==> src/rtl/ipv4rx_pkg.sv <==
`timescale 1ns / 1ps

package ipv4rx_pkg;

    localparam int unsigned HEADER_BYTES = 20;
    localparam int unsigned COUNT_W      = 16;
    localparam int unsigned SUM_W        = 20;
    localparam int unsigned IDX_W        = $clog2(HEADER_BYTES);

    localparam logic [COUNT_W-1:0] COUNT_MAX = '1;

    // header byte positions
    localparam logic [IDX_W-1:0] IDX_PROTOCOL    = IDX_W'(9);
    localparam logic [IDX_W-1:0] IDX_CHECKSUM_LO = IDX_W'(11);
    localparam logic [IDX_W-1:0] IDX_SRC_FIRST   = IDX_W'(12);
    localparam logic [IDX_W-1:0] IDX_SRC_LAST    = IDX_W'(15);
    localparam logic [IDX_W-1:0] IDX_DST_FIRST   = IDX_W'(16);
    localparam logic [IDX_W-1:0] IDX_DST_LAST    = IDX_W'(19);

    localparam logic [7:0] PROTO_ICMP = 8'd1;
    localparam logic [7:0] PROTO_TCP  = 8'd6;
    localparam logic [7:0] PROTO_UDP  = 8'd17;

    localparam logic [2:0] VERDICT_TOO_SHORT    = 3'd0;
    localparam logic [2:0] VERDICT_BAD_CHECKSUM = 3'd1;
    localparam logic [2:0] VERDICT_NOT_FOR_US   = 3'd2;
    localparam logic [2:0] VERDICT_ICMP         = 3'd3;
    localparam logic [2:0] VERDICT_TCP          = 3'd4;
    localparam logic [2:0] VERDICT_UDP          = 3'd5;
    localparam logic [2:0] VERDICT_OTHER        = 3'd6;

    // register map
    localparam int unsigned PADDR_W      = 3;
    localparam logic        REG_LOCAL_IP = 1'b0;

    typedef struct packed {
        logic [7:0] packet_byte;
        logic       last_byte;
    } in_t;

    typedef struct packed {
        logic [2:0]  verdict;
        logic [31:0] source_ip;
        logic [7:0]  protocol;
        logic [15:0] payload_length;
    } out_t;

endpackage

==> src/rtl/ipv4rx_parse.sv <==
`timescale 1ns / 1ps

module ipv4rx_parse
(
    input  logic              clk,
    input  logic              rst_n,
    input  logic              take,
    input  ipv4rx_pkg::in_t   item,
    input  logic [31:0]       local_ip,
    output ipv4rx_pkg::out_t  result
);

    logic [ipv4rx_pkg::COUNT_W-1:0] count_reg, count_next;
    logic [ipv4rx_pkg::SUM_W-1:0]   sum_reg, sum_next;
    logic [7:0]                     high_reg, high_next;
    logic [15:0]                    csum_reg, csum_next;
    logic [7:0]                     proto_reg, proto_next;
    logic [31:0]                    src_reg, src_next;
    logic [31:0]                    dst_reg, dst_next;

    logic [ipv4rx_pkg::IDX_W-1:0]   idx;
    logic                           in_header;
    logic [15:0]                    word;
    logic [16:0]                    fold1;
    logic [15:0]                    fold2;
    logic [15:0]                    calc_csum;
    logic                           short_pkt;

    assign idx       = count_reg[ipv4rx_pkg::IDX_W-1:0];
    assign in_header = count_reg < ipv4rx_pkg::COUNT_W'(ipv4rx_pkg::HEADER_BYTES);
    assign word      = {high_reg, item.packet_byte};

    always_comb
    begin
        sum_next   = sum_reg;
        high_next  = high_reg;
        csum_next  = csum_reg;
        proto_next = proto_reg;
        src_next   = src_reg;
        dst_next   = dst_reg;
        if (in_header)
        begin
            if (!idx[0])
            begin
                high_next = item.packet_byte;
            end
            else if (idx == ipv4rx_pkg::IDX_CHECKSUM_LO)
            begin
                csum_next = word;
            end
            else
            begin
                sum_next = sum_reg + ipv4rx_pkg::SUM_W'(word);
            end
            if (idx == ipv4rx_pkg::IDX_PROTOCOL)
            begin
                proto_next = item.packet_byte;
            end
            if (idx >= ipv4rx_pkg::IDX_SRC_FIRST && idx <= ipv4rx_pkg::IDX_SRC_LAST)
            begin
                src_next = {src_reg[23:0], item.packet_byte};
            end
            if (idx >= ipv4rx_pkg::IDX_DST_FIRST && idx <= ipv4rx_pkg::IDX_DST_LAST)
            begin
                dst_next = {dst_reg[23:0], item.packet_byte};
            end
        end
        count_next = (count_reg == ipv4rx_pkg::COUNT_MAX) ? count_reg
                                                           : count_reg + 1'b1;
    end

    // end-around fold of the header sum
    assign fold1     = {1'b0, sum_next[15:0]}
                     + 17'(sum_next[ipv4rx_pkg::SUM_W-1:16]);
    assign fold2     = fold1[15:0] + 16'(fold1[16]);
    assign calc_csum = ~fold2;
    assign short_pkt = count_next < ipv4rx_pkg::COUNT_W'(ipv4rx_pkg::HEADER_BYTES);

    always_comb
    begin
        result = '0;
        if (short_pkt)
        begin
            result.verdict = ipv4rx_pkg::VERDICT_TOO_SHORT;
        end
        else
        begin
            result.source_ip      = src_next;
            result.protocol       = proto_next;
            result.payload_length = count_next
                                  - ipv4rx_pkg::COUNT_W'(ipv4rx_pkg::HEADER_BYTES);
            if (calc_csum != csum_next)
            begin
                result.verdict = ipv4rx_pkg::VERDICT_BAD_CHECKSUM;
            end
            else if (dst_next != local_ip)
            begin
                result.verdict = ipv4rx_pkg::VERDICT_NOT_FOR_US;
            end
            else if (proto_next == ipv4rx_pkg::PROTO_ICMP)
            begin
                result.verdict = ipv4rx_pkg::VERDICT_ICMP;
            end
            else if (proto_next == ipv4rx_pkg::PROTO_TCP)
            begin
                result.verdict = ipv4rx_pkg::VERDICT_TCP;
            end
            else if (proto_next == ipv4rx_pkg::PROTO_UDP)
            begin
                result.verdict = ipv4rx_pkg::VERDICT_UDP;
            end
            else
            begin
                result.verdict = ipv4rx_pkg::VERDICT_OTHER;
            end
        end
    end

    // per-packet state, cleared after the final byte
    always_ff @(posedge clk or negedge rst_n)
    begin
        if (!rst_n)
        begin
            count_reg <= '0;
            sum_reg   <= '0;
            high_reg  <= '0;
            csum_reg  <= '0;
            proto_reg <= '0;
            src_reg   <= '0;
            dst_reg   <= '0;
        end
        else if (take)
        begin
            if (item.last_byte)
            begin
                count_reg <= '0;
                sum_reg   <= '0;
                high_reg  <= '0;
                csum_reg  <= '0;
                proto_reg <= '0;
                src_reg   <= '0;
                dst_reg   <= '0;
            end
            else
            begin
                count_reg <= count_next;
                sum_reg   <= sum_next;
                high_reg  <= high_next;
                csum_reg  <= csum_next;
                proto_reg <= proto_next;
                src_reg   <= src_next;
                dst_reg   <= dst_next;
            end
        end
    end

endmodule

==> src/rtl/ipv4_receive_header_checker_core.sv <==
`timescale 1ns / 1ps

// ipv4 receive header checker
// in channel: one packet byte per request on in_data, last_byte marks the
//   final byte of a packet; bytes are taken with in_valid and in_ready
// out channel: one result per packet on out_data (verdict, source address,
//   protocol, payload length), handed over with out_valid and out_ready
// apb port: register local_ip at address 0, to be written by the user only while no packet
//   is in flight (the block itself does not enforce this); pready is always high
// a final byte accepted into the input register gives its result on out_data once it moves
//   on through the parse logic into the output register, when the output is free
// throughput: one byte per cycle while no final byte waits on a stalled output; the sum, the
//   field capture and the verdict are all settled between the input and the output register
// a stalled receiver holds the result in the output register; further bytes
//   of the next packet keep flowing until its final byte reaches the input
//   register, which then waits for the output to drain
// reset clears local_ip, the byte counter, the sum and all held fields

module ipv4_receive_header_checker_core
(
    input  logic                               clk,
    input  logic                               rst_n,
    input  logic                               in_valid,
    output logic                               in_ready,
    input  ipv4rx_pkg::in_t                    in_data,
    output logic                               out_valid,
    input  logic                               out_ready,
    output ipv4rx_pkg::out_t                   out_data,
    input  logic                               psel,
    input  logic                               penable,
    input  logic                               pwrite,
    input  logic [ipv4rx_pkg::PADDR_W-1:0]     paddr,
    input  logic [31:0]                        pwdata,
    output logic [31:0]                        prdata,
    output logic                               pready
);

    logic              in_valid_reg, in_valid_next;
    ipv4rx_pkg::in_t   in_reg;
    logic              out_valid_reg, out_valid_next;
    ipv4rx_pkg::out_t  out_reg;
    logic [31:0]       local_ip_reg;
    logic              advance;
    logic              reg_sel;
    ipv4rx_pkg::out_t  result;

    assign advance  = in_valid_reg && (!in_reg.last_byte || !out_valid_reg || out_ready);
    assign in_ready = !in_valid_reg || advance;

    always_comb
    begin
        in_valid_next = in_valid_reg;
        if (in_valid && in_ready)
        begin
            in_valid_next = 1'b1;
        end
        else if (advance)
        begin
            in_valid_next = 1'b0;
        end

        out_valid_next = out_valid_reg;
        if (advance && in_reg.last_byte)
        begin
            out_valid_next = 1'b1;
        end
        else if (out_ready)
        begin
            out_valid_next = 1'b0;
        end
    end

    always_ff @(posedge clk or negedge rst_n)
    begin
        if (!rst_n)
        begin
            in_valid_reg  <= 1'b0;
            out_valid_reg <= 1'b0;
        end
        else
        begin
            in_valid_reg  <= in_valid_next;
            out_valid_reg <= out_valid_next;
        end
    end

    always_ff @(posedge clk)
    begin
        if (in_valid && in_ready)
        begin
            in_reg <= in_data;
        end
        if (advance && in_reg.last_byte)
        begin
            out_reg <= result;
        end
    end

    ipv4rx_parse u_parse
    (
        .clk      (clk),
        .rst_n    (rst_n),
        .take     (advance),
        .item     (in_reg),
        .local_ip (local_ip_reg),
        .result   (result)
    );

    assign out_valid = out_valid_reg;
    assign out_data  = out_reg;

    // apb register
    assign reg_sel = paddr[2] == ipv4rx_pkg::REG_LOCAL_IP;
    assign pready  = 1'b1;
    assign prdata  = reg_sel ? local_ip_reg : '0;

    always_ff @(posedge clk or negedge rst_n)
    begin
        if (!rst_n)
        begin
            local_ip_reg <= '0;
        end
        else if (psel && penable && pwrite && reg_sel)
        begin
            local_ip_reg <= pwdata;
        end
    end

    a_last_gives_result: assert property (@(posedge clk) disable iff (!rst_n)
        advance && in_reg.last_byte |=> out_valid_reg)
        else $error("final byte left no result");

    a_input_holds: assert property (@(posedge clk) disable iff (!rst_n)
        in_valid_reg && !advance |=> in_valid_reg && $stable(in_reg))
        else $error("waiting byte lost from input register");

    a_no_overrun: assert property (@(posedge clk) disable iff (!rst_n)
        out_valid_reg && !out_ready && in_valid_reg && in_reg.last_byte |-> !in_ready)
        else $error("input taken while result is blocked");

    a_short_zero: assert property (@(posedge clk) disable iff (!rst_n)
        out_valid_reg && out_reg.verdict == ipv4rx_pkg::VERDICT_TOO_SHORT
        |-> out_reg.source_ip == '0 && out_reg.protocol == '0
            && out_reg.payload_length == '0)
        else $error("short packet result carries fields");

endmodule

==> config.mk <==
export PLATFORM = sky130hd
export DESIGN_NAME = ipv4_receive_header_checker_core
export DESIGN_NICKNAME = d
export VERILOG_FILES = /design/src/rtl/ipv4rx_pkg.sv /design/src/rtl/ipv4rx_parse.sv /design/src/rtl/ipv4_receive_header_checker_core.sv
export SDC_FILE = /design/constraint.sdc
export NUM_CORES = 1
export LEC_CHECK = 0
export BUFFER_PORTS_ARGS = -buffer_cell sky130_fd_sc_hd__buf_2
export CORE_ASPECT_RATIO = 2
export CORE_MARGIN = 4
export CORE_UTILIZATION = 64
export CTS_CLUSTER_SIZE = 8
export DETAILED_ROUTE_END_ITERATION = 7
export GPL_ROUTABILITY_DRIVEN = 0
export PLACE_DENSITY = 0.87
export SKIP_CTS_REPAIR_TIMING = 1
export SLEW_MARGIN = 30
export SYNTH_ARGS = -nofsm -noshare
export SYNTH_HDL_FRONTEND = slang
export SYNTH_SLANG_ARGS = --single-unit
export TNS_END_PERCENT = 1
==> constraint.sdc <==
create_clock -name clk -period 16.3 [get_ports clk]
set_clock_uncertainty 0.2 [all_clocks]
set_input_delay 0 -clock clk [delete_from_list [all_inputs] [get_ports clk]]
set_output_delay 0 -clock clk [all_outputs]
set_load 0.01 [all_outputs]
==> flow_summary.ini <==
[worst_setup_path]
crit_fanout = 9
cp-end-kind = flop
startpoint_type = flop
cpPeakStageDelay_ps = 690
slowest_stage = edfxtp_1
r2r-start = in_reg[1]
r2r-end = out_data[57]
worstPathArrival_ps = 9340
worstPathRequired_ps = 16450
crit_type = flop to flop
rrSetupSlack_ps = 7110
r2r_cells = 31

[detailed_routing]
vias_per_cell = 6.71
drtPass1Iterations = 8
wl_per_cell_um = 23.2
vias = 12000
drc = 0
ant_nets = 0
wl_um = 41600
drt_iter0_markers = 1383

[die]
die-area_um2 = 23400
dieHeight_um = 212
die_x_um = 110
rows = 74
start_util = 0.653
core_area_um2 = 20500
boundaryPins = 145

[clocking]
clkSlewWorstSetupHoldPaths_ps = 50
clock_sink_count = 234
cts_root_buffer = clkbuf_16
cts_tree = done
h-tree-depth = 2
cts_buffer_depth = 3
insertion_delay_ps = 540
cts_buffers = 35

[synth]
synth_area_um2 = 13400
muxShareOfSynthArea = 0.0648
ys_seq_area_frac = 0.463
synth_edf_count = 68
syn-num-nets = 1433
synth_async_sr_flop_share = 0.709
synth_compound_area_frac = 0.179
synth-simple-area-share = 0.164
syn_inst = 1354
synthXorXnorAreaFrac = 0.0667
yosysWarnings = 0
avgSynthCellArea_um2 = 9.88
synth_top_flop_cell = dfrtp_1
ys_seq_elements = 234
synth_top_family_by_area = compound AO/OA/AOI/OAI gates
synth_adder_area_share = 0.0273
synth_cell_types = 88

[min_path]
hold_start = in_data[0]
holdCritPathClass = input pin to flop
holdPathStages = 2
min_to = in_reg[0]

[power_and_ir_drop]
power_density_nw_per_um2 = 113
vdd_drop_max_uv = 113
leakage_nw = 6.66

[sta]
slew_headroom = 0.376
rsz0062_at_grt = no
period_needed_ps = 9190
setup-tns-final_ps = 0
fin_crit_sh = 0.564
setup_viol = 0
hold_violations = 5
maxSlewViolCount = 0
max_freq_mhz = 109
whs_ps = -19.9
worstMarginPinSlew_ps = 928

[run_status]
failed_checks = hold timing
status = complete, but fails checks

[global_routing]
antenna_found_initial = 1
grt_pass1_wl_um = 59400
grt_max_degree = 87
grt_pass1_vias = 11500
gr-usage-all-layers = 0.329
grt_overflow = 0

[flow_run]
drv_cap = 0

[layout]
layout.cells.non_filler = 1796
largest_reg_flops = 59
drive_gt1_frac = 0.181
n_fill_cell = 1273
fin_nets = 1588
area_delta_synth_final_pct = 17.4

[placement]
hpwl_um = 25000
placedCellCount = 1689
io_buffers = 141
## how the worst max path moves through the flow
stage          cells past startpoint       from            to
2_1_floorplan                     32  in_reg[2]  out_data[57]
3_3_place_gp                      31  in_reg[1]  out_data[56]
3_5_place_dp                      31  in_reg[1]  out_data[56]
4_1_cts                           31  in_reg[1]  out_data[56]
5_1_grt                           31  in_reg[1]  out_data[56]
6_report                          31  in_reg[1]  out_data[57]
## layer usage
layer  vias to the layer above  GRT usage  routed length [µm]
met3                       311     0.0596                2990
li1                       5204          -                   -
met5                         -          0                   0
met4                         0      0.265                4360
met2                       874      0.572               21500
met1                      5660      0.333               12800
## worst max-delay path: cells and delay by family, from the launching register on
| kind | cells | cell delay [ps] |
|---|---|---|
| AOI/OAI and AO/OA | 9 | 2420 |
| xor gates and xnor gates | 2 | 430 |
| adders and majority gates | 5 | 1580 |
| buffers and inverters | 2 | 120 |
| DFF | 1 | 690 |
| muxes | 1 | 320 |
| and+or+nand+nor | 12 | 3260 |
## placed cells by master (no fill, tap or decap), types with 26 or more instances in the layout
cell type / count
a21oi_1: 58
nand2_1: 187
dlygate4sd3_1: 48
clkbuf_16: 35
xor2_1: 39
o21ai_0: 108
xnor2_1: 61
a22oi_1: 44
nor2b_1: 38
mux2_2: 33
nor2_1: 60
edfxtp_1: 68
dfrtp_1: 166
ha_1: 26
mux2i_1: 48
a22o_1: 56
buf_2: 140
## power breakdown
part           switching (W)  internal, W  leakage (nW)
Clock               0.000278     0.000400         0.476
Sequential         0.0000693     0.000652          2.90
Combinational       0.000223     0.000156          3.28
Total               0.000571      0.00121          6.66
## cells by family (layout without fill, tap and decap cells)
group	count (synthesis)	count (layout)
flip-flops	234	234
multiplexers	82	82
adder cells (fa/ha/maj)	28	28
buffers and inverters	108	283
AND/OR/NAND/NOR	442	442
AO/OA/AOI/OAI	358	358
other	1	2
XOR/XNOR	101	101
## cells in the mapped netlist (6+ instances only)
library cell,n,area share
nand3_1,21,0.0079
o21ai_0,108,0.040
mux2i_1,48,0.036
nand4_1,18,0.0084
inv_1,20,0.0056
edfxtp_1,68,0.15
nor2_1,62,0.017
o21a_1,7,0.0039
a21oi_1,58,0.022
and2_1,6,0.0028
nand2b_1,10,0.0047
clkbuf_1,64,0.018
a21o_1,7,0.0039
xnor2_1,61,0.040
nor2b_1,38,0.018
nor4_1,15,0.0070
a22oi_1,44,0.025
mux2_2,33,0.028
and3_1,12,0.0056
a31oi_1,12,0.0056
xor2_1,39,0.026
nand2_1,188,0.053
dfrtp_1,166,0.31
nor3_1,23,0.0086
or2_2,8,0.0037
buf_2,16,0.0060
ha_1,26,0.024
a22o_1,56,0.037
a211oi_1,13,0.0073
or3_1,8,0.0037
## stage by stage
stage | hold slack [ps] | power [W] | utilization | setup slack (ps) | area [µm²]
after detailed placement | -85.6 | 0.00107 | 0.693 | 7380 | 14200
after CTS | -615 | 0.00174 | 0.743 | 7340 | 15200
after floorplan | -496 | 0.000960 | - | 9050 | 13400
after global placement | -85.9 | 0.00105 | 0.693 | 7670 | 14200
final | -19.9 | 0.00178 | 0.767 | 7110 | 15700
after global routing | 3.69 | 0.00184 | 0.767 | 6640 | 15700
## final cells by class
| type | instances | area, µm² | area share |
|---|---|---|---|
| multi-input cells | 1012 | 6750 | 0.430 |
| flip-flops and latches | 234 | 6200 | 0.395 |
| repair buffers | 206 | 1340 | 0.0851 |
| clock buffers | 53 | 943 | 0.0601 |
| well taps | 266 | 333 | 0.0212 |
| inverters | 20 | 75.1 | 0.00478 |
| clock inverters | 4 | 62.6 | 0.00398 |
| diodes | 1 | 2.50 | 0.000159 |
No activity file was read; power rests on OpenSTA's default activity.
